**config.mk**
```make
export PLATFORM = sky130hd
export DESIGN_NAME = register_alu_instruction_executor_flat
export DESIGN_NICKNAME = d
export VERILOG_FILES = /design/src/sv/rai_pkg.sv /design/src/sv/rai_req_if.sv /design/src/sv/rai_rsp_if.sv /design/src/sv/rai_ram.sv /design/src/sv/register_alu_instruction_executor.sv /design/src/flat_wrapper.sv
export SDC_FILE = /design/constraint.sdc
export NUM_CORES = 1
export LEC_CHECK = 0
export BUFFER_PORTS_ARGS = -buffer_cell sky130_fd_sc_hd__clkbuf_2
export CORE_ASPECT_RATIO = 0.9
export CORE_MARGIN = 8
export CORE_UTILIZATION = 24
export CTS_CLUSTER_DIAMETER = 120
export DETAILED_ROUTE_END_ITERATION = 12
export HOLD_SLACK_MARGIN = 0.02
export SLEW_MARGIN = 30
export SYNTH_ARGS = -nofsm -noshare
export SYNTH_HDL_FRONTEND = slang
export SYNTH_SLANG_ARGS = --single-unit
```
**constraint.sdc**
```tcl
create_clock -name clock -period 5.3 [get_ports clock]
set_clock_uncertainty 0.15 [all_clocks]
set_input_delay 1.06 -clock clock [delete_from_list [all_inputs] [get_ports clock]]
set_output_delay 1.06 -clock clock [all_outputs]
set_load 0.005 [all_outputs]
```
**src/sv/rai_pkg.sv**
```systemverilog
// ----------------------------------------------------------------------------
// rai_pkg
// Shared types and constants for the register ALU instruction executor:
// opcodes, sequencer states and the request/response payload structs.
// ----------------------------------------------------------------------------
package rai_pkg;

   // data path and register file geometry
   localparam int DATA_W       = 16;
   localparam int IDX_W        = 3;
   localparam int NUM_REGS_DEF = 8;
   localparam int CNT_W        = $clog2(DATA_W);
   localparam logic [CNT_W-1:0] CNT_LAST = CNT_W'(DATA_W - 1);

   // operation codes
   typedef enum logic [2:0] {
      OP_OUT  = 3'd0,
      OP_IN   = 3'd1,
      OP_ADD  = 3'd2,
      OP_MUL  = 3'd3,
      OP_SUB  = 3'd4,
      OP_DIV  = 3'd5,
      OP_LOAD = 3'd6,
      OP_JPOS = 3'd7
   } op_type;

   // sequencer states
   typedef enum logic [2:0] {
      ST_IDLE,
      ST_OPER,
      ST_LOOP,
      ST_FIN,
      ST_RESP
   } state_type;

   typedef struct packed {
      logic [2:0]               req_type;
      logic [IDX_W-1:0]         dest_reg;
      logic                     operand_is_reg;
      logic [IDX_W-1:0]         src_reg;
      logic signed [DATA_W-1:0] immediate;
      logic signed [DATA_W-1:0] in_value;
   } req_payload_type;

   typedef struct packed {
      logic                     out_valid;
      logic signed [DATA_W-1:0] out_value;
      logic                     branch_taken;
      logic                     div_zero_error;
   } rsp_payload_type;

endpackage

```
**src/sv/rai_req_if.sv**
```systemverilog
// ----------------------------------------------------------------------------
// rai_req_if
// Request channel: valid/ready handshake carrying one decoded instruction.
// ----------------------------------------------------------------------------
interface rai_req_if;
   import rai_pkg::*;

   logic            valid;
   logic            ready;
   req_payload_type payload;

   modport source (output valid, output payload, input ready);
   modport sink   (input valid, input payload, output ready);

endinterface

```
**src/sv/rai_rsp_if.sv**
```systemverilog
// ----------------------------------------------------------------------------
// rai_rsp_if
// Response channel: valid/ready handshake carrying one execution result.
// ----------------------------------------------------------------------------
interface rai_rsp_if;
   import rai_pkg::*;

   logic            valid;
   logic            ready;
   rsp_payload_type payload;

   modport source (output valid, output payload, input ready);
   modport sink   (input valid, input payload, output ready);

endinterface

```
**src/sv/rai_ram.sv**
```systemverilog
// ----------------------------------------------------------------------------
// rai_ram
// Generic RAM: one write port, two read ports with registered read data.
// ----------------------------------------------------------------------------
module rai_ram #(
   parameter int WIDTH = 16,
   parameter int DEPTH = 8
) (
   input  logic                     clock,
   input  logic                     wr_en,
   input  logic [$clog2(DEPTH)-1:0] wr_addr,
   input  logic [WIDTH-1:0]         wr_data,
   input  logic                     rd_en,
   input  logic [$clog2(DEPTH)-1:0] rd_addr_a,
   input  logic [$clog2(DEPTH)-1:0] rd_addr_b,
   output logic [WIDTH-1:0]         rd_data_a,
   output logic [WIDTH-1:0]         rd_data_b
);

   logic [WIDTH-1:0] mem [DEPTH];
   logic [WIDTH-1:0] rd_a_ff;
   logic [WIDTH-1:0] rd_b_ff;

   // write port
   always_ff @(posedge clock) begin
      if (wr_en) begin
         mem[wr_addr] <= wr_data;
      end
   end

   // registered read ports
   always_ff @(posedge clock) begin
      if (rd_en) begin
         rd_a_ff <= mem[rd_addr_a];
         rd_b_ff <= mem[rd_addr_b];
      end
   end

   assign rd_data_a = rd_a_ff;
   assign rd_data_b = rd_b_ff;

endmodule

```
**src/sv/register_alu_instruction_executor.sv**
```systemverilog
// ----------------------------------------------------------------------------
// register_alu_instruction_executor
// Executes one decoded instruction per request against a signed register
// file, using one shared adder under a small sequencer.
// ----------------------------------------------------------------------------
// Sequence: OUT, IN, ADD, SUB, LOAD, JPOS and DIV by zero go from the accept
//   through the execute state to the response; MUL and DIV with a nonzero
//   divisor also run the bit-per-cycle loop through the shared 17-bit adder
//   and a final write-back state before the response.
// Flow: one request at a time; the next request can be taken in the cycle
//   after the response is taken.
// Reset: synchronous; registers read back as index plus one until written.
// ----------------------------------------------------------------------------
module register_alu_instruction_executor #(
   parameter int NUM_REGS = rai_pkg::NUM_REGS_DEF
) (
   input  logic       clock,
   input  logic       reset,
   rai_req_if.sink    req_chan,
   rai_rsp_if.source  rsp_chan
);
   import rai_pkg::*;

   localparam int AW = $clog2(NUM_REGS);

   state_type                state_ff, state_in;
   req_payload_type          req_ff, req_in;
   rsp_payload_type          rsp_ff, rsp_in;
   logic                     x_inr_ff, x_inr_in;
   logic                     y_inr_ff, y_inr_in;
   logic                     x_vld_ff, x_vld_in;
   logic                     y_vld_ff, y_vld_in;
   logic [NUM_REGS-1:0]      valid_ff;
   logic [DATA_W-1:0]        acc_ff, acc_in;
   logic [DATA_W-1:0]        opa_ff, opa_in;
   logic [DATA_W-1:0]        opb_ff, opb_in;
   logic [CNT_W-1:0]         cnt_ff, cnt_in;
   logic                     neg_ff, neg_in;

   logic                     accept;
   logic [AW-1:0]            rd_addr_a;
   logic [AW-1:0]            rd_addr_b;
   logic [DATA_W-1:0]        ram_a;
   logic [DATA_W-1:0]        ram_b;
   logic signed [DATA_W-1:0] x_val;
   logic signed [DATA_W-1:0] y_reg;
   logic signed [DATA_W-1:0] y_val;
   logic                     wr_req;
   logic                     wr_en;
   logic [AW-1:0]            wr_addr;
   logic [DATA_W-1:0]        wr_data;
   logic [DATA_W:0]          add_a;
   logic [DATA_W:0]          add_b;
   logic                     add_sub;
   logic [DATA_W+1:0]        add_sum;
   logic                     add_ge;
   op_type                   op;

   // handshake
   assign req_chan.ready = (state_ff == ST_IDLE);
   assign accept         = req_chan.valid && req_chan.ready;
   assign rsp_chan.valid  = (state_ff == ST_RESP);
   assign rsp_chan.payload = rsp_ff;

   // register file reads issued on request accept
   assign rd_addr_a = AW'(req_chan.payload.dest_reg);
   assign rd_addr_b = AW'(req_chan.payload.src_reg);

   rai_ram #(
      .WIDTH (DATA_W),
      .DEPTH (NUM_REGS)
   ) u_regfile (
      .clock     (clock),
      .wr_en     (wr_en),
      .wr_addr   (wr_addr),
      .wr_data   (wr_data),
      .rd_en     (accept),
      .rd_addr_a (rd_addr_a),
      .rd_addr_b (rd_addr_b),
      .rd_data_a (ram_a),
      .rd_data_b (ram_b)
   );

   // operand selection: out of range reads zero, unwritten reads reset value
   always_comb begin
      if (!x_inr_ff) begin
         x_val = '0;
      end else if (x_vld_ff) begin
         x_val = ram_a;
      end else begin
         x_val = DATA_W'(req_ff.dest_reg) + DATA_W'(1);
      end
      if (!y_inr_ff) begin
         y_reg = '0;
      end else if (y_vld_ff) begin
         y_reg = ram_b;
      end else begin
         y_reg = DATA_W'(req_ff.src_reg) + DATA_W'(1);
      end
      y_val = req_ff.operand_is_reg ? y_reg : req_ff.immediate;
   end

   // shared adder operands, chosen by state and operation
   always_comb begin
      add_a   = '0;
      add_b   = '0;
      add_sub = 1'b0;
      case (state_ff)
         ST_OPER: begin
            if (op == OP_ADD || op == OP_SUB) begin
               add_a   = {x_val[DATA_W-1], x_val};
               add_b   = {y_val[DATA_W-1], y_val};
               add_sub = (op == OP_SUB);
            end
         end

         ST_LOOP: begin
            if (op == OP_MUL) begin
               add_a = {1'b0, acc_ff};
               add_b = {1'b0, opa_ff};
            end else begin
               add_a   = {acc_ff, opa_ff[DATA_W-1]};
               add_b   = {1'b0, opb_ff};
               add_sub = 1'b1;
            end
         end

         ST_FIN: begin
            // product as is, quotient negated when signs differ
            if (op == OP_MUL) begin
               add_a = {1'b0, acc_ff};
            end else begin
               add_b   = {1'b0, opa_ff};
               add_sub = neg_ff;
            end
         end

         default: begin
            add_sub = 1'b0;
         end
      endcase
   end

   // shared adder / subtractor; top bit is the no-borrow flag
   assign add_sum = {1'b0, add_a} + {1'b0, (add_sub ? ~add_b : add_b)}
                    + (DATA_W+2)'(add_sub);
   assign add_ge  = add_sum[DATA_W+1];

   assign op      = op_type'(req_ff.req_type);
   assign wr_en   = wr_req && x_inr_ff;
   assign wr_addr = AW'(req_ff.dest_reg);

   // state register
   always_ff @(posedge clock) begin
      if (reset) begin
         state_ff <= ST_IDLE;
      end else begin
         state_ff <= state_in;
      end
   end

   // valid bits of the register file
   always_ff @(posedge clock) begin
      if (reset) begin
         valid_ff <= '0;
      end else if (wr_en) begin
         valid_ff[wr_addr] <= 1'b1;
      end
   end

   // payload and working registers
   always_ff @(posedge clock) begin
      req_ff   <= req_in;
      rsp_ff   <= rsp_in;
      x_inr_ff <= x_inr_in;
      y_inr_ff <= y_inr_in;
      x_vld_ff <= x_vld_in;
      y_vld_ff <= y_vld_in;
      acc_ff   <= acc_in;
      opa_ff   <= opa_in;
      opb_ff   <= opb_in;
      cnt_ff   <= cnt_in;
      neg_ff   <= neg_in;
   end

   // sequencer: next state and datapath control
   always_comb begin
      state_in = state_ff;
      req_in   = req_ff;
      rsp_in   = rsp_ff;
      x_inr_in = x_inr_ff;
      y_inr_in = y_inr_ff;
      x_vld_in = x_vld_ff;
      y_vld_in = y_vld_ff;
      acc_in   = acc_ff;
      opa_in   = opa_ff;
      opb_in   = opb_ff;
      cnt_in   = cnt_ff;
      neg_in   = neg_ff;
      wr_req   = 1'b0;
      wr_data  = add_sum[DATA_W-1:0];

      case (state_ff)
         ST_IDLE: begin
            if (accept) begin
               req_in   = req_chan.payload;
               rsp_in   = '0;
               x_inr_in = int'(req_chan.payload.dest_reg) < NUM_REGS;
               y_inr_in = int'(req_chan.payload.src_reg) < NUM_REGS;
               x_vld_in = x_inr_in && valid_ff[rd_addr_a];
               y_vld_in = y_inr_in && valid_ff[rd_addr_b];
               state_in = ST_OPER;
            end
         end

         ST_OPER: begin
            state_in = ST_RESP;
            case (op)
               OP_OUT: begin
                  rsp_in.out_valid = 1'b1;
                  rsp_in.out_value = x_val;
               end
               OP_IN: begin
                  wr_req  = 1'b1;
                  wr_data = req_ff.in_value;
               end
               OP_ADD, OP_SUB: begin
                  wr_req  = 1'b1;
               end
               OP_LOAD: begin
                  wr_req  = 1'b1;
                  wr_data = y_val;
               end
               OP_JPOS: begin
                  rsp_in.branch_taken = !x_val[DATA_W-1] && (x_val != '0);
               end
               OP_MUL: begin
                  acc_in   = '0;
                  opa_in   = x_val;
                  opb_in   = y_val;
                  cnt_in   = '0;
                  state_in = ST_LOOP;
               end
               OP_DIV: begin
                  if (y_val == '0) begin
                     rsp_in.div_zero_error = 1'b1;
                  end else begin
                     acc_in   = '0;
                     opa_in   = x_val[DATA_W-1] ? (~x_val + 1'b1) : x_val;
                     opb_in   = y_val[DATA_W-1] ? (~y_val + 1'b1) : y_val;
                     neg_in   = x_val[DATA_W-1] ^ y_val[DATA_W-1];
                     cnt_in   = '0;
                     state_in = ST_LOOP;
                  end
               end
               default: begin
                  state_in = ST_RESP;
               end
            endcase
         end

         ST_LOOP: begin
            if (op == OP_MUL) begin
               // shift-add: one multiplier bit per cycle
               if (opb_ff[0]) begin
                  acc_in = add_sum[DATA_W-1:0];
               end
               opa_in = {opa_ff[DATA_W-2:0], 1'b0};
               opb_in = {1'b0, opb_ff[DATA_W-1:1]};
            end else begin
               // restoring divide: one quotient bit per cycle
               acc_in  = add_ge ? add_sum[DATA_W-1:0] : add_a[DATA_W-1:0];
               opa_in  = {opa_ff[DATA_W-2:0], add_ge};
            end
            cnt_in = cnt_ff + 1'b1;
            if (cnt_ff == CNT_LAST) begin
               state_in = ST_FIN;
            end
         end

         ST_FIN: begin
            // write back the adder output
            wr_req   = 1'b1;
            state_in = ST_RESP;
         end

         ST_RESP: begin
            if (rsp_chan.ready) begin
               state_in = ST_IDLE;
            end
         end

         default: begin
            state_in = ST_IDLE;
         end
      endcase
   end

   // checks
   a_accept_to_oper: assert property (@(posedge clock) disable iff (reset)
      accept |=> state_ff == ST_OPER)
      else $error("request accept did not start execution");

   a_write_states: assert property (@(posedge clock) disable iff (reset)
      wr_en |-> (state_ff == ST_OPER || state_ff == ST_FIN))
      else $error("register write outside execute states");

   a_flags_exclusive: assert property (@(posedge clock) disable iff (reset)
      rsp_chan.valid |-> $onehot0({rsp_ff.out_valid, rsp_ff.branch_taken,
                                   rsp_ff.div_zero_error}))
      else $error("more than one response flag raised");

   a_value_only_out: assert property (@(posedge clock) disable iff (reset)
      (rsp_chan.valid && !rsp_ff.out_valid) |-> rsp_ff.out_value == '0)
      else $error("response value nonzero without out_valid");

   a_loop_end: assert property (@(posedge clock) disable iff (reset)
      (state_ff == ST_LOOP && cnt_ff == CNT_LAST) |=> state_ff == ST_FIN)
      else $error("iteration loop did not end after full count");

endmodule
```
**src/flat_wrapper.sv**
```systemverilog
// flat-port wrapper written by rule: the top's interface ports become plain ports
module register_alu_instruction_executor_flat import rai_pkg::*;
#(
   parameter int NUM_REGS = rai_pkg::NUM_REGS_DEF
)
  (clock, reset, req_chan_valid, req_chan_payload, req_chan_ready, rsp_chan_valid, rsp_chan_payload, rsp_chan_ready);
  rai_req_if req_chan_i ();
  rai_rsp_if rsp_chan_i ();
  input  logic clock;
  input  logic reset;
  input wire logic [$bits(req_chan_i.valid)-1:0] req_chan_valid;
  input wire logic [$bits(req_chan_i.payload)-1:0] req_chan_payload;
  output wire logic [$bits(req_chan_i.ready)-1:0] req_chan_ready;
  output wire logic [$bits(rsp_chan_i.valid)-1:0] rsp_chan_valid;
  output wire logic [$bits(rsp_chan_i.payload)-1:0] rsp_chan_payload;
  input wire logic [$bits(rsp_chan_i.ready)-1:0] rsp_chan_ready;
  assign req_chan_i.valid = req_chan_valid;
  assign req_chan_i.payload = req_chan_payload;
  assign req_chan_ready = req_chan_i.ready;
  assign rsp_chan_valid = rsp_chan_i.valid;
  assign rsp_chan_payload = rsp_chan_i.payload;
  assign rsp_chan_i.ready = rsp_chan_ready;
  register_alu_instruction_executor #(.NUM_REGS(NUM_REGS)) u_core (.clock(clock), .reset(reset), .req_chan(req_chan_i), .rsp_chan(rsp_chan_i));
endmodule
```
**After elaboration in Yosys (flattened, before gate mapping)**

Memory sizes are Yosys's and may differ from the RTL's. A register that Yosys moved wholly into a read port is not among the register bits.
Cells that the tools add are included.
W data, S select, Z words.

- Logic and storage cells: 140
- Bits in registers: 127
- Bits in latches: 0
- Bits in read-only memories: 0
- Memory bits (writable): 128
- Memories: 1

Memories:

| name | depth | bits a word | read ports | clocked after memory_dff | write ports | line | text |
|---|---|---|---|---|---|---|---|
| u_core.u_regfile.mem | 8 | 16 | 2 | 2 | 1 | rai_ram.sv:20 | `logic [WIDTH-1:0] mem [DEPTH];` |

- $lt $le $gt $ge: 4
- Eq/ne operators: 23
- Div/mod/pow operators: 0
- Shift operators: 0
- Bitwise logic cells: 6
- Muxes and demuxes: 59
- $add $sub $neg: 7
- Reduce and logical (&&, ||, !) cells: 21
- Multipliers: 0

Operators by type and width:

| operator | count |
|---|---|
| $mux W16 | 16 |
| $pmux W16 S2 | 7 |
| $pmux W17 S3 | 2 |
| $mux W17 | 5 |
| $pmux W19 S2 | 1 |
| $add A16 B1 Y16 const B | 2 |
| $not A16 Y16 | 2 |
| $mux W19 | 1 |
| $add A17 B17 Y18 | 1 |
| $add A18 B1 Y18 | 1 |
| $not A17 Y17 | 1 |
| $logic_not A16 Y1 | 1 |
| $pmux W4 S2 | 2 |
| $reduce_bool A16 Y1 | 1 |
| $eq A3 B3 Y1 const B | 5 |
| $pmux W3 S5 | 1 |
| $reduce_and A3 Y1 | 5 |
| $mux W1 | 13 |
| $eq A3 B2 Y1 const B | 4 |
| $lt A3 B4 Y1 const B | 3 |
| $mux W3 | 4 |
| $reduce_and A4 Y1 | 3 |
| $ne A2 B1 Y1 const B | 5 |
| $add A3 B1 Y4 const B | 2 |
| other kinds (24) | 32 |

**Longest topological paths before layout**

Gate-level depths: netlist (run 1).

- Depth after elaboration: 12
- Mapped depth: 21

**By module**

A second synthesis (run 1) with hierarchy kept.

- Cell total of the unflattened synthesis: 1049
- Area total of the unflattened synthesis: 14674.1 um2

Modules (own cells, without submodules):

| module | cells an instance | times used | sequential area each (um2) | area each (um2) |
|---|---|---|---|---|
| register_alu_instruction_executor | 762 | 1 | 3703.6 | 7668.6 |
| rai_ram | 287 | 1 | 4804.6 | 7005.5 |

**Worst setup path after synthesis (run 1)**

Ideal clock, no wire load.

- Kind: reg2reg
- Start point: register u_core.req_ff[35] (netlist name)
- End point: register u_core.acc_ff[0] (data pin)
- Stages on the path, launching flop included: 22
- Period minus slack after synthesis: 4.496 ns
- Data arrival time: 4.074 ns
- Slack: 0.804 ns
- Cells stage by stage: edfxtp_1 clkbuf_1 and2_0 clkbuf_1 clkbuf_1 a21oi_1 nor2_1 a221oi_1 mux2i_1 ha_1 clkbuf_1 nand4_1 or3_1 a21oi_1 mux2i_1 a211o_2 o21ai_4 a211oi_2 buf_6 buf_6 o21ai_0 a21oi_1

- Longest elaborated chain between the ends: 10
- Elaborated cells on any way between the ends: 11

Ends and longest elaborated chain:

| element | line | text |
|---|---|---|
| start: declaration | register_alu_instruction_executor.sv:27 | `req_payload_type req_ff, req_in;` |
| start signal: assignment | register_alu_instruction_executor.sv:173 | `req_ff <= req_in;` |
| $mux W16 (*) | register_alu_instruction_executor.sv:100 | `y_val = req_ff.operand_is_reg ? y_reg : req_ff.immediate;` |
| $mux W17 (*) | register_alu_instruction_executor.sv:110 | `if (op == OP_ADD \|\| op == OP_SUB) begin` |
| $pmux W17 S3 (*) | register_alu_instruction_executor.sv:108 | `case (state_ff)` |
| $not A17 Y17 | register_alu_instruction_executor.sv:145 | `assign add_sum = {1'b0, add_a} + {1'b0, (add_sub ? ~add_b : add_b)}` |
| $mux W17 (*) | register_alu_instruction_executor.sv:145 |  |
| $add A17 B17 Y18 (*) | register_alu_instruction_executor.sv:145 |  |
| $add A18 B1 Y18 (*) | register_alu_instruction_executor.sv:146 | `+ (DATA_W+2)'(add_sub);` |
| $mux W16 (on tied branches) | register_alu_instruction_executor.sv:272, register_alu_instruction_executor.sv:265 |  |
| $mux W16 (*) | register_alu_instruction_executor.sv:263 | `if (op == OP_MUL) begin` |
| $pmux W16 S2 (*) | register_alu_instruction_executor.sv:203 | `case (state_ff)` |
| end signal: assignment | register_alu_instruction_executor.sv:179 | `acc_ff <= acc_in;` |
| end: declaration | register_alu_instruction_executor.sv:34 | `logic [DATA_W-1:0] acc_ff, acc_in;` |

Every way passes the cells marked *; elsewhere a longest branch is shown, timed or not. The select of a mux whose other input is x is not followed.
A chain may end at the register's enable or synchronous reset.

**Worst setup path after layout (run 1)**

- Start point: register u_core.state_ff[2]
- End point: register u_core.acc_ff[9] (data pin)

- Longest elaborated chain between the ends: 9
- Elaborated cells on any way between the ends: 14

Ends and longest elaborated chain:

| element | line | text |
|---|---|---|
| start: declaration | register_alu_instruction_executor.sv:26 | `state_type state_ff, state_in;` |
| start signal: assignment | register_alu_instruction_executor.sv:158 | `state_ff <= state_in;` |
| $eq A3 B2 Y1 (tied with other cells) | register_alu_instruction_executor.sv:108 |  |
| $pmux W17 S3 | register_alu_instruction_executor.sv:108 |  |
| $not A17 Y17 | register_alu_instruction_executor.sv:145 |  |
| $mux W17 | register_alu_instruction_executor.sv:145 |  |
| $add A17 B17 Y18 | register_alu_instruction_executor.sv:145 |  |
| $add A18 B1 Y18 | register_alu_instruction_executor.sv:146 |  |
| $mux W16 (on tied branches) | register_alu_instruction_executor.sv:272, register_alu_instruction_executor.sv:265 |  |
| $mux W16 | register_alu_instruction_executor.sv:263 |  |
| $pmux W16 S2 (*) | register_alu_instruction_executor.sv:203 |  |

Marked as above.

==> run_summary.xml, run 1 <==
<?xml version="1.0" encoding="UTF-8"?>
<metrics>
  <group name="worst_setup_path">
    <metric name="cp_max_fo" unit="">14</metric>
    <metric name="crit_path_cell_trace" unit="">nand2b_1 &gt; a221o_1 &gt; and2_1 &gt; nand2_1 &gt; o21ai_0 &gt; ha_1 &gt; a21oi_1 &gt; o21ai_0 &gt; a221o_1 &gt; nor3_1 &gt; a211o_2 &gt; o21ai_4 &gt; a211oi_2 &gt; buf_4 &gt; mux2i_1 &gt; nor2_1</metric>
    <metric name="cp_slowest_cell" unit="">dfxtp_1</metric>
    <metric name="reg2reg_setup_slack" unit="ps">190</metric>
    <metric name="critical_path.reg2reg.endpoint" unit="">u_core.acc_ff[9]</metric>
    <metric name="critical-path-max-stage-delay" unit="ps">610</metric>
    <metric name="start_kind" unit="">register</metric>
    <metric name="worst_ep_required_time" unit="ps">5460</metric>
    <metric name="worstSetupEndpointType" unit="">register</metric>
    <metric name="crit-reg2reg-launch" unit="">u_core.state_ff[2]</metric>
    <metric name="critical_path_class" unit="">register to register</metric>
    <metric name="worst_r2r_path_depth" unit="">16</metric>
    <metric name="worst-endpoint-arrival" unit="ps">5270</metric>
  </group>
  <group name="synth">
    <metric name="synth_compound_gate_area_share" unit="%">9.86</metric>
    <metric name="synth.cell_area" unit="um^2">14500</metric>
    <metric name="synth.yosys.seq_area_share" unit="%">58.5</metric>
    <metric name="synth.mux.area_fraction" unit="%">15.0</metric>
    <metric name="gate_count_post_synth" unit="">1080</metric>
    <metric name="yosys.area_share.simple" unit="%">9.19</metric>
    <metric name="synth_top_family_by_area" unit="">multiplexers</metric>
    <metric name="synth-seq-cells" unit="">287</metric>
    <metric name="yosys_most_used_dff" unit="">edfxtp_1</metric>
    <metric name="share_of_flip_flops_with_an_asynchronous_set_or_reset" unit="%">0</metric>
    <metric name="yosys.cell_types.count" unit="">70</metric>
    <metric name="yosys_warnings" unit="">0</metric>
    <metric name="avgSynthCellArea" unit="um^2">13.5</metric>
    <metric name="synth_enable_flop_cells" unit="">276</metric>
    <metric name="syn_nets" unit="">1148</metric>
    <metric name="synth-xor-area-share" unit="%">2.95</metric>
    <metric name="yosys.area_share.adder" unit="%">1.94</metric>
  </group>
  <group name="layout">
    <metric name="register_area" unit="um^2">8510</metric>
    <metric name="count_of_inserted_antenna_diode_cells" unit="">0</metric>
    <metric name="finalNetCount" unit="">1230</metric>
    <metric name="fillerInstances" unit="">6057</metric>
    <metric name="layout.cells.non_filler" unit="">1969</metric>
    <metric name="fin_util" unit="%">28.4</metric>
    <metric name="final_layout_size_suffix_gt1_share" unit="%">24.3</metric>
    <metric name="area.growth.synth_to_final" unit="%">16.8</metric>
    <metric name="multi_input_gate_area" unit="um^2">5720</metric>
  </group>
  <group name="detailed_routing">
    <metric name="drtIter0Drc" unit="">1018</metric>
    <metric name="drt.antenna.violating_nets" unit="">0</metric>
    <metric name="detailroute.via_count" unit="">9694</metric>
    <metric name="via_per_inst" unit="">4.92</metric>
    <metric name="drc_errors" unit="">0</metric>
    <metric name="wirelength" unit="mm">41.6</metric>
    <metric name="dr.pass1.iters" unit="">6</metric>
    <metric name="routed_wirelength_normalized_by_instance_count" unit="um">21.1</metric>
  </group>
  <group name="timing">
    <metric name="final_worst_path_cycle_share" unit="%">96.4</metric>
    <metric name="unrepaired_setup_endpoints_after_global_routing" unit="">false</metric>
    <metric name="fin_crit" unit="ps">5110</metric>
    <metric name="hold_violations" unit="">0</metric>
    <metric name="max_freq" unit="MHz">196</metric>
    <metric name="setup-violations-final" unit="">0</metric>
    <metric name="hold_slack" unit="ps">355</metric>
    <metric name="slew_headroom" unit="%">28.0</metric>
    <metric name="worst-slew-pin-transition" unit="ps">1070</metric>
    <metric name="final-max-slew-violation-count" unit="">0</metric>
    <metric name="timing.setup.tns" unit="ps">0</metric>
  </group>
  <group name="grt">
    <metric name="grt_pass1_vias" unit="">9792</metric>
    <metric name="grt_pass1_wl" unit="mm">62.4</metric>
    <metric name="groute.usage.overall" unit="%">11.8</metric>
    <metric name="globalRoute.totalOverflow" unit="">0</metric>
    <metric name="antenna_found_initial" unit="">1</metric>
    <metric name="grt_max_degree" unit="">56</metric>
  </group>
  <group name="run_status">
    <metric name="outcome" unit="">complete, no violations</metric>
  </group>
  <group name="hold_path">
    <metric name="hold_depth" unit="">2</metric>
    <metric name="min_delay_worst_endpoint" unit="">u_core.valid_ff[0]</metric>
    <metric name="hold_path_startpoint" unit="">u_core.valid_ff[0]</metric>
    <metric name="min_path_type" unit="">register to register</metric>
  </group>
  <group name="place">
    <metric name="place_hpwl" unit="mm">29.4</metric>
    <metric name="place.port_buffers" unit="">66</metric>
    <metric name="dp_cells" unit="">1912</metric>
    <metric name="place_congestion" unit="">0.906</metric>
  </group>
  <group name="clocking">
    <metric name="cts_max_path_buffers" unit="">3</metric>
    <metric name="cts_num_sinks" unit="">287</metric>
    <metric name="clk_latency" unit="ps">590</metric>
    <metric name="numCtsBuffers" unit="">31</metric>
    <metric name="cts.clk_slew.worst_paths" unit="ps">60</metric>
    <metric name="cts_tree" unit="">done</metric>
    <metric name="htreeDepth" unit="">1</metric>
    <metric name="clock_tree.root_cell" unit="">clkbuf_16</metric>
  </group>
  <group name="floorplanning">
    <metric name="design.portCount" unit="">67</metric>
    <metric name="die_y" unit="um">250</metric>
    <metric name="initial_core_util" unit="%">24.3</metric>
    <metric name="chipWidth" unit="um">275</metric>
    <metric name="placeableCoreArea" unit="um^2">59900</metric>
    <metric name="design.die.area" unit="um^2">68700</metric>
    <metric name="num_rows" unit="">85</metric>
  </group>
  <group name="power">
    <metric name="p_leak" unit="nW">5.85</metric>
    <metric name="power_density" unit="nW/um^2">319</metric>
    <metric name="max_vdd_drop" unit="uV">238</metric>
  </group>
  <group name="job">
    <metric name="max-cap-violations" unit="">0</metric>
  </group>
</metrics>
[repair_timing]
action / CTS / global route
setup endpoints to repair: 0 / 46
buffers inserted: 0 / 0
resized for setup: 0 / 2
hold buffers: 0 / 0
[where the power goes]
part	switching, mW	total [mW]	internal, mW
registers	0.0619	2.69	2.62
logic	0.379	0.603	0.224
clock network	0.910	2.13	1.22
[cells in the final DEF, fill, tap and decap left out, types with 24 or more instances in the layout]
cell	count
a21oi_1	55
mux2i_1	25
mux4_2	68
edfxtp_1	276
nor2_1	114
mux2_2	36
clkbuf_2	64
nand2_1	73
clkbuf_16	31
buf_4	50
a22oi_1	24
o21ai_0	58
xnor2_1	26
[kinds of logic (layout without fill, tap and decap cells)]
group	Yosys count	count (layout)
adders and majority gates	22	22
buffers and inverters	86	192
muxes	129	129
and+or+nand+nor	287	287
DFF	287	287
xor gates and xnor gates	49	49
AOI/OAI and AO/OA	220	220
[per-layer routing]
layer | part of all wire (%) | global-route usage, % | vias up | wire [um]
met5 | 0 | 0 | - | 0
met4 | 2.5 | 2.96 | 0 | 1040
met3 | 7.4 | 1.98 | 70 | 3100
met2 | 48 | 19.8 | 410 | 19900
met1 | 42 | 15.7 | 4858 | 17500
li1 | - | - | 4356 | -
[registers in the layout (all words and copies together), names as in the netlist]
register	cells
u_core.state_ff	3
u_core.wr_addr	3
u_core.opa_ff	16
u_core.u_regfile.rd_data_b	16
u_core.req_ff	36
u_core.u_regfile.mem	128
u_core.y_vld_ff	1
u_core.opb_ff	16
u_core.cnt_ff	4
u_core.valid_ff	8
u_core.neg_ff	1
u_core.x_vld_ff	1
u_core.rsp_chan.payload	19
u_core.u_regfile.rd_data_a	16
u_core.op	3
u_core.acc_ff	16
[synthesized netlist by cell type (6+ instances only)]
master	instances	share of area [%]
nor2_1	116	3.0
dfxtp_1	11	1.5
nor2b_1	14	0.60
xor2_1	23	1.4
or3_1	6	0.26
clkbuf_1	51	1.3
o31ai_1	6	0.31
edfxtp_1	276	57
nand2_1	74	1.9
a31oi_1	9	0.39
nand2b_1	8	0.34
and3_1	6	0.26
inv_1	18	0.46
o21ai_0	62	2.1
a222oi_1	8	0.55
mux2_2	36	2.8
mux4_2	68	11
a221oi_1	9	0.54
nand3_1	8	0.28
buf_1	9	0.23
a21oi_1	55	1.9
nor3_1	15	0.52
ha_1	21	1.8
and2_1	10	0.43
mux2i_1	25	1.7
a22oi_1	24	1.2
xnor2_1	26	1.6
a21o_1	9	0.46
[worst max path at each step]
stage / from / end / slack (ps) / cells past startpoint
CTS: u_core.op[2] / u_core.u_regfile.mem[4][15] / 190 / 15
finish: u_core.state_ff[2] / u_core.acc_ff[9] / 190 / 16
floorplan: u_core.req_ff[35] / u_core.acc_ff[0] / 800 / 21
detailed placement: u_core.op[0] / u_core.acc_ff[9] / 200 / 17
global placement: u_core.op[0] / u_core.acc_ff[9] / 220 / 17
global route: u_core.state_ff[2] / u_core.acc_ff[9] / 30 / 16
[cell type report]
cell class | count | area share (%)
clock buffers | 38 | 4.72
inverters | 19 | 0.427
multi-input cells | 707 | 33.7
clock inverters | 19 | 1.13
flip-flops and latches | 287 | 50.1
well taps | 783 | 5.77
repair buffers | 116 | 4.18
[stage by stage]
step / power (mW) / instance area [um^2] / setup slack, ps
floorplan: 3.08 / 14500 / 804
global placement: 3.32 / 16000 / 221
detailed placement: 3.33 / 16000 / 204
CTS: 5.47 / 17000 / 193
global route: 5.61 / 17000 / 28.4
finish: 5.42 / 17000 / 190
[worst max-delay path: cells and delay by family (launching register included)]
family	cells	cell delay (ps)
flip-flops	1	610
AO/OA/AOI/OAI	8	2020
multiplexers	1	210
buffers and inverters	1	270
AND/OR/NAND/NOR	5	1240
adder cells (fa/ha/maj)	1	340
No activity file was read; power rests on OpenSTA's default activity.
==> inputs of run 2 (changes only) <==
--- a/config.mk
+++ b/config.mk
@@ -6,7 +6,7 @@
 export NUM_CORES = 1
 export LEC_CHECK = 0
 export BUFFER_PORTS_ARGS = -buffer_cell sky130_fd_sc_hd__clkbuf_2
-export CORE_ASPECT_RATIO = 0.9
+export CORE_ASPECT_RATIO = 0.6
 export CORE_MARGIN = 8
 export CORE_UTILIZATION = 24
 export CTS_CLUSTER_DIAMETER = 120
==> run 2 against run 1 <==
- core utilization down 0.19 points
- largest cell class unchanged
- clock power down 14%
- highest routed layer unchanged
- largest power group unchanged
- sequential share of layout area decreased by 0.13 points
- critical path type unchanged
- count of clock-buffer cells in the layout shrank 4
- combinational power rose by 5.3%
==> run_summary.xml, run 2 (synthesized netlist as in run 1, its figures left out) <==
<?xml version="1.0" encoding="UTF-8"?>
<metrics>
  <group name="clocking">
    <metric name="clock_tree.root_cell" unit="">clkbuf_16</metric>
    <metric name="htreeDepth" unit="">1</metric>
    <metric name="cts_tree" unit="">done</metric>
    <metric name="cts_num_sinks" unit="">287</metric>
    <metric name="cts_hold_repair.buffers" unit="">0</metric>
    <metric name="cts_max_path_buffers" unit="">3</metric>
    <metric name="clk_latency" unit="ps">560</metric>
    <metric name="cts.clk_slew.worst_paths" unit="ps">70</metric>
    <metric name="numCtsBuffers" unit="">26</metric>
  </group>
  <group name="worst_setup_path">
    <metric name="critPathBufInv" unit="">1</metric>
    <metric name="crit-reg2reg-launch" unit="">u_core.state_ff[0]</metric>
    <metric name="cp_slowest_cell" unit="">dfxtp_1</metric>
    <metric name="path_delay_family" unit="">simple AND/OR/NAND/NOR gates</metric>
    <metric name="worst_ep_required_time" unit="ps">5380</metric>
    <metric name="worstSetupEndpointType" unit="">register</metric>
    <metric name="critical-path-max-stage-delay" unit="ps">470</metric>
    <metric name="path_common_cell" unit="">a21oi_1</metric>
    <metric name="start_kind" unit="">register</metric>
    <metric name="worst_r2r_path_depth" unit="">16</metric>
    <metric name="critical_path_class" unit="">register to register</metric>
    <metric name="critical_path.reg2reg.endpoint" unit="">u_core.u_regfile.mem[5][15]</metric>
    <metric name="reg2reg_setup_slack" unit="ps">350</metric>
    <metric name="cp_max_fo" unit="">9</metric>
    <metric name="crit_path_cell_trace" unit="">nor4b_4 &gt; nand3b_1 &gt; and2_1 &gt; nand2_1 &gt; o21ai_0 &gt; ha_1 &gt; nand4_1 &gt; or3_1 &gt; a21oi_1 &gt; mux2i_1 &gt; a211o_2 &gt; buf_4 &gt; o211ai_1 &gt; a21oi_1 &gt; xor2_2 &gt; o22ai_2</metric>
    <metric name="worst-endpoint-arrival" unit="ps">5030</metric>
  </group>
  <group name="floorplanning">
    <metric name="die_y" unit="um">207</metric>
    <metric name="num_rows" unit="">70</metric>
    <metric name="chipWidth" unit="um">334</metric>
    <metric name="design.die.area" unit="um^2">69000</metric>
    <metric name="initial_core_util" unit="%">24.1</metric>
    <metric name="design.portCount" unit="">67</metric>
    <metric name="placeableCoreArea" unit="um^2">60400</metric>
  </group>
  <group name="detailed_routing">
    <metric name="via_per_inst" unit="">5.09</metric>
    <metric name="drtIter0Drc" unit="">1198</metric>
    <metric name="drt.antenna.violating_nets" unit="">0</metric>
    <metric name="detailroute.via_count" unit="">10200</metric>
    <metric name="dr.pass1.iters" unit="">6</metric>
    <metric name="wirelength" unit="mm">44.8</metric>
    <metric name="drc_errors" unit="">0</metric>
    <metric name="routed_wirelength_normalized_by_instance_count" unit="um">22.5</metric>
  </group>
  <group name="layout">
    <metric name="area.growth.synth_to_final" unit="%">17.1</metric>
    <metric name="finalNetCount" unit="">1252</metric>
    <metric name="fillerInstances" unit="">6146</metric>
    <metric name="final_layout_size_suffix_gt1_share" unit="%">25.4</metric>
    <metric name="top_register" unit="">u_core.u_regfile.mem</metric>
    <metric name="largest_register_ff_count" unit="">128</metric>
    <metric name="count_of_inserted_antenna_diode_cells" unit="">0</metric>
    <metric name="design_area" unit="um^2">17000</metric>
    <metric name="multi_input_gate_area" unit="um^2">5740</metric>
    <metric name="layout.cells.non_filler" unit="">1995</metric>
    <metric name="register_area" unit="um^2">8510</metric>
    <metric name="mostFrequentLayoutCell" unit="">edfxtp_1</metric>
    <metric name="mostFrequentLayoutCells" unit="">276 x edfxtp_1, 114 x nor2_1, 76 x buf_4, 72 x nand2_1, 68 x mux4_2</metric>
  </group>
  <group name="hold_path">
    <metric name="hold_depth" unit="">2</metric>
    <metric name="min_delay_worst_endpoint" unit="">u_core.valid_ff[3]</metric>
    <metric name="min_path_type" unit="">register to register</metric>
    <metric name="hold_path_startpoint" unit="">u_core.valid_ff[3]</metric>
  </group>
  <group name="timing">
    <metric name="hold_slack" unit="ps">347</metric>
    <metric name="max_freq" unit="MHz">202</metric>
    <metric name="unrepaired_setup_endpoints_after_global_routing" unit="">false</metric>
    <metric name="final_worst_path_cycle_share" unit="%">93.4</metric>
    <metric name="worst-slew-pin-transition" unit="ps">933</metric>
    <metric name="fin_crit" unit="ps">4950</metric>
    <metric name="hold_violations" unit="">0</metric>
    <metric name="setup-violations-final" unit="">0</metric>
    <metric name="slew_headroom" unit="%">37.4</metric>
    <metric name="final-max-slew-violation-count" unit="">0</metric>
    <metric name="layout_setup_ws" unit="ps">351</metric>
  </group>
  <group name="place">
    <metric name="dpl-instance-area" unit="um^2">16200</metric>
    <metric name="pre_cts_slack" unit="ps">-9.39</metric>
    <metric name="place_congestion" unit="">0.911</metric>
    <metric name="dp_cells" unit="">1944</metric>
    <metric name="place.port_buffers" unit="">66</metric>
    <metric name="place_hpwl" unit="mm">32.9</metric>
  </group>
  <group name="power">
    <metric name="p_leak" unit="nW">5.89</metric>
    <metric name="max_vdd_drop" unit="uV">189</metric>
    <metric name="power" unit="mW">5.15</metric>
    <metric name="power_density" unit="nW/um^2">302</metric>
  </group>
  <group name="grt">
    <metric name="grt_pass1_wl" unit="mm">65.5</metric>
    <metric name="antenna_found_initial" unit="">0</metric>
    <metric name="grt_pass1_vias" unit="">9703</metric>
    <metric name="groute.usage.overall" unit="%">12.6</metric>
    <metric name="grt_max_degree" unit="">56</metric>
    <metric name="globalRoute.totalOverflow" unit="">0</metric>
  </group>
  <group name="run_status">
    <metric name="outcome" unit="">complete, no violations</metric>
  </group>
  <group name="job">
    <metric name="max-cap-violations" unit="">0</metric>
  </group>
</metrics>
-- run 2: where the power goes --
part	switching (mW)	leakage (nW)	internal [mW]	total, mW
clock network	0.849	0.388	0.982	1.83
registers	0.0610	2.67	2.62	2.68
logic	0.398	2.83	0.237	0.635
total	1.31	5.89	3.84	5.15
-- run 2: routing by layer --
metal / vias up / track usage, % / part of all wire [%]
li1: 4396 / - / -
met4: 0 / 1.52 / 0.75
met3: 40 / 4.01 / 13
met2: 590 / 15.8 / 37
met1: 5132 / 20.7 / 50
met5: - / 0.283 / 0
-- run 2: worst register-to-register path, delay by kind of cell (launching register included) --
| kind | cells | cell delay (ps) |
|---|---|---|
| XOR/XNOR | 1 | 260 |
| adder cells (fa/ha/maj) | 1 | 370 |
| AO/OA/AOI/OAI | 6 | 1230 |
| AND/OR/NAND/NOR | 6 | 1820 |
| buffers and inverters | 1 | 170 |
| flip-flops | 1 | 470 |
| multiplexers | 1 | 150 |
-- run 2: repair_timing --
| action | in CTS | in global routing |
|---|---|---|
| endpoints found under the setup margin | 5 | 40 |
| gates resized for setup | 1 | 5 |
| setup buffers | 0 | 4 |
| pin swaps | 0 | 2 |
-- run 2: layout make-up --
cell class | count | share of cell area, %
inverters | 19 | 0.426
repair buffers | 143 | 5.44
clock buffers | 34 | 4.12
multi-input cells | 707 | 33.7
well taps | 792 | 5.82
clock inverters | 13 | 0.529
flip-flops and latches | 287 | 50.0
-- run 2: worst max-delay path by stage --
| stage | slack [ps] | from | endpoint | cells after the start |
|---|---|---|---|---|
| finish | 350 | u_core.state_ff[0] | u_core.u_regfile.mem[5][15] | 16 |
| global route | 30 | u_core.state_ff[0] | u_core.u_regfile.mem[5][15] | 16 |
| CTS | 60 | u_core.state_ff[0] | u_core.u_regfile.mem[5][15] | 16 |
| detailed placement | -9 | u_core.state_ff[0] | u_core.acc_ff[10] | 17 |
| global placement | 180 | u_core.state_ff[0] | u_core.acc_ff[10] | 17 |
| floorplan | 800 | u_core.req_ff[35] | u_core.acc_ff[0] | 21 |
-- run 2: through the flow --
step | util [%] | setup TNS (ps)
6_report | 28.2 | 0
5_1_grt | 28.2 | 0
4_1_cts | 28.1 | 0
3_5_place_dp | 26.8 | -11.8
3_3_place_gp | 26.8 | 0
2_1_floorplan | - | 0
==> inputs of run 3 (changes only) <==
--- a/config.mk
+++ b/config.mk
@@ -7,8 +7,8 @@
 export LEC_CHECK = 0
 export BUFFER_PORTS_ARGS = -buffer_cell sky130_fd_sc_hd__clkbuf_2
 export CORE_ASPECT_RATIO = 0.6
-export CORE_MARGIN = 8
 export CORE_UTILIZATION = 24
+export CTS_BUF_LIST = sky130_fd_sc_hd__clkbuf_4
 export CTS_CLUSTER_DIAMETER = 120
 export DETAILED_ROUTE_END_ITERATION = 12
 export HOLD_SLACK_MARGIN = 0.02
==> run 3 against run 2 <==
- register-to-register slack lost 40 ps
- power up 1.4%
- sequential cell count unchanged
- final area is 0.53% lower
- wire length fell by 0.19%
- hold slack lost 26 ps
- largest power group unchanged
- critical path type unchanged
- worst setup slack got worse by 45 ps
==> run_summary.xml, run 3 (synthesized netlist as in run 1, its figures left out) <==
<?xml version="1.0" encoding="UTF-8"?>
<metrics>
  <group name="timing">
    <metric name="worst-slew-pin-transition" unit="ps">948</metric>
    <metric name="max_freq" unit="MHz">200</metric>
    <metric name="hold_violations" unit="">0</metric>
    <metric name="slew_headroom" unit="%">36.1</metric>
    <metric name="unrepaired_setup_endpoints_after_global_routing" unit="">false</metric>
    <metric name="final-max-slew-violation-count" unit="">0</metric>
    <metric name="layout_setup_ws" unit="ps">306</metric>
    <metric name="setup-violations-final" unit="">0</metric>
    <metric name="final_worst_path_cycle_share" unit="%">94.2</metric>
    <metric name="fin_crit" unit="ps">4990</metric>
    <metric name="timing.setup.tns" unit="ps">0</metric>
  </group>
  <group name="layout">
    <metric name="largest_register_ff_count" unit="">128</metric>
    <metric name="fillerInstances" unit="">6091</metric>
    <metric name="area.growth.synth_to_final" unit="%">16.5</metric>
    <metric name="top_register" unit="">u_core.u_regfile.mem</metric>
    <metric name="final_layout_size_suffix_gt1_share" unit="%">29.0</metric>
    <metric name="mostFrequentLayoutCell" unit="">edfxtp_1</metric>
    <metric name="multi_input_gate_area" unit="um^2">5730</metric>
    <metric name="mostFrequentLayoutCells" unit="">276 x edfxtp_1, 114 x nor2_1, 106 x clkbuf_4, 71 x nand2_1, 68 x mux4_2</metric>
    <metric name="finalNetCount" unit="">1275</metric>
    <metric name="register_area" unit="um^2">8510</metric>
  </group>
  <group name="detailed_routing">
    <metric name="routed_wirelength_normalized_by_instance_count" unit="um">21.9</metric>
    <metric name="drtIter0Drc" unit="">1425</metric>
    <metric name="drt.antenna.violating_nets" unit="">0</metric>
    <metric name="drc_errors" unit="">0</metric>
    <metric name="detailroute.via_count" unit="">10300</metric>
    <metric name="via_per_inst" unit="">5.04</metric>
    <metric name="wirelength" unit="mm">44.7</metric>
    <metric name="dr.pass1.iters" unit="">8</metric>
  </group>
  <group name="worst_setup_path">
    <metric name="cp_max_fo" unit="">10</metric>
    <metric name="worst_setup_path_startpoint" unit="">u_core.op[0]</metric>
    <metric name="reg2reg_setup_slack" unit="ps">310</metric>
    <metric name="path_common_cell" unit="">buf_4</metric>
    <metric name="critPathBufInv" unit="">5</metric>
    <metric name="cp_slowest_cell" unit="">or3_1</metric>
    <metric name="path_delay_family" unit="">simple AND/OR/NAND/NOR gates</metric>
    <metric name="worstSetupEndpointType" unit="">register</metric>
    <metric name="critical_path.reg2reg.endpoint" unit="">u_core.acc_ff[6]</metric>
    <metric name="crit_path_cell_trace" unit="">buf_4 &gt; nor4b_4 &gt; nand3b_1 &gt; and2_1 &gt; buf_4 &gt; inv_2 &gt; xnor2_1 &gt; ha_1 &gt; nand4_1 &gt; or3_1 &gt; a21oi_1 &gt; mux2i_1 &gt; a211o_2 &gt; o21ai_4 &gt; a211oi_2 &gt; buf_4 &gt; buf_4 &gt; mux2i_1 &gt; nor2_1</metric>
    <metric name="worst-endpoint-arrival" unit="ps">5350</metric>
    <metric name="critical-path-max-stage-delay" unit="ps">460</metric>
    <metric name="worst_r2r_path_depth" unit="">19</metric>
    <metric name="worst_ep_required_time" unit="ps">5650</metric>
    <metric name="start_kind" unit="">register</metric>
    <metric name="crit-reg2reg-launch" unit="">u_core.op[0]</metric>
    <metric name="critical_path_class" unit="">register to register</metric>
  </group>
  <group name="floorplanning">
    <metric name="placeableCoreArea" unit="um^2">59600</metric>
    <metric name="num_rows" unit="">69</metric>
    <metric name="design.die.area" unit="um^2">61600</metric>
    <metric name="chipWidth" unit="um">320</metric>
    <metric name="design.portCount" unit="">67</metric>
    <metric name="die_y" unit="um">193</metric>
    <metric name="initial_core_util" unit="%">24.4</metric>
  </group>
  <group name="grt">
    <metric name="grt_pass1_wl" unit="mm">65.7</metric>
    <metric name="groute.usage.overall" unit="%">14.6</metric>
    <metric name="grt_pass1_vias" unit="">9888</metric>
    <metric name="antenna_found_initial" unit="">3</metric>
    <metric name="grt_max_degree" unit="">77</metric>
    <metric name="globalRoute.totalOverflow" unit="">0</metric>
  </group>
  <group name="hold_path">
    <metric name="hold_path_startpoint" unit="">req_chan_payload[15]</metric>
    <metric name="min_delay_worst_endpoint" unit="">u_core.req_ff[15]</metric>
    <metric name="min_path_type" unit="">input port to register</metric>
    <metric name="hold_depth" unit="">1</metric>
  </group>
  <group name="clocking">
    <metric name="cts_max_path_buffers" unit="">3</metric>
    <metric name="cts_tree" unit="">done</metric>
    <metric name="cts_num_sinks" unit="">287</metric>
    <metric name="cts.clk_slew.worst_paths" unit="ps">80</metric>
    <metric name="clk_latency" unit="ps">780</metric>
    <metric name="clock_tree.root_cell" unit="">clkbuf_4</metric>
    <metric name="htreeDepth" unit="">3</metric>
    <metric name="numCtsBuffers" unit="">69</metric>
  </group>
  <group name="place">
    <metric name="pre_cts_slack" unit="ps">192</metric>
    <metric name="place_congestion" unit="">0.906</metric>
    <metric name="place_hpwl" unit="mm">31.6</metric>
    <metric name="place.port_buffers" unit="">66</metric>
  </group>
  <group name="job">
    <metric name="max-cap-violations" unit="">0</metric>
  </group>
  <group name="power">
    <metric name="power_density" unit="nW/um^2">308</metric>
    <metric name="p_leak" unit="nW">5.94</metric>
    <metric name="max_vdd_drop" unit="uV">150</metric>
  </group>
  <group name="run_status">
    <metric name="outcome" unit="">complete, no violations</metric>
  </group>
</metrics>
run 3: cell types whose count changed in the layout (fill, tap and decap cells not counted), moves of 3 or more:
| cell | before | now |
|---|---|---|
| buf_4 | 76 | 56 |
| clkbuf_1 | 7 | 0 |
| clkbuf_16 | 27 | 0 |
| clkbuf_4 | 2 | 106 |
| clkinv_1 | 7 | 10 |
| inv_2 | 1 | 6 |
| o21ai_0 | 58 | 61 |
| o21ai_1 | 6 | 3 |
run 3: layout make-up:
class	instances	area share, %
clock buffers	104	4.61
multi-input cells	707	33.8
inverters	19	0.428
flip-flops and latches	287	50.2
repair buffers	123	4.58
clock inverters	17	0.547
diodes	2	0.0295
well taps	781	5.77
run 3: repair_timing:
item	CTS	global route
endpoints found under the setup margin	0	26
resized for setup	0	3
hold buffers	0	0
hold endpoints to repair	0	0
setup buffers	0	0
run 3: report_power, final:
group | total (mW) | switching [mW] | internal (mW)
combinational | 0.621 | 0.394 | 0.227
sequential | 2.68 | 0.0624 | 2.62
clock | 1.92 | 0.974 | 0.946
run 3: metal layers:
layer | vias up | global-route usage, % | wire [um]
met5 | - | 0 | 0
met4 | 0 | 3.74 | 691
met3 | 67 | 5.99 | 5950
met2 | 586 | 17.6 | 16100
met1 | 5146 | 22.9 | 22000
li1 | 4483 | - | -
run 3: how the worst max path moves through the flow:
stage,endpoint,cells past startpoint
5_1_grt,u_core.acc_ff[6],20
2_1_floorplan,u_core.acc_ff[0],21
6_report,u_core.acc_ff[6],19
3_5_place_dp,u_core.u_regfile.mem[4][15],15
4_1_cts,u_core.u_regfile.mem[5][15],15
3_3_place_gp,u_core.u_regfile.mem[6][15],15
run 3: stage by stage:
| stage | instance area (um^2) | hold WS, ps | total power [mW] | cells | util, % |
|---|---|---|---|---|---|
| after floorplan | 14500 | 302 | 3.08 | 1080 | - |
| after global placement | 16000 | 317 | 3.33 | 1917 | 26.9 |
| after detailed placement | 16000 | 332 | 3.33 | 1917 | 26.9 |
| after CTS | 16900 | 249 | 5.26 | 2038 | 28.4 |
| after global routing | 16900 | 257 | 5.44 | 2040 | 28.4 |
| final | 16900 | 321 | 5.22 | 2040 | 28.4 |
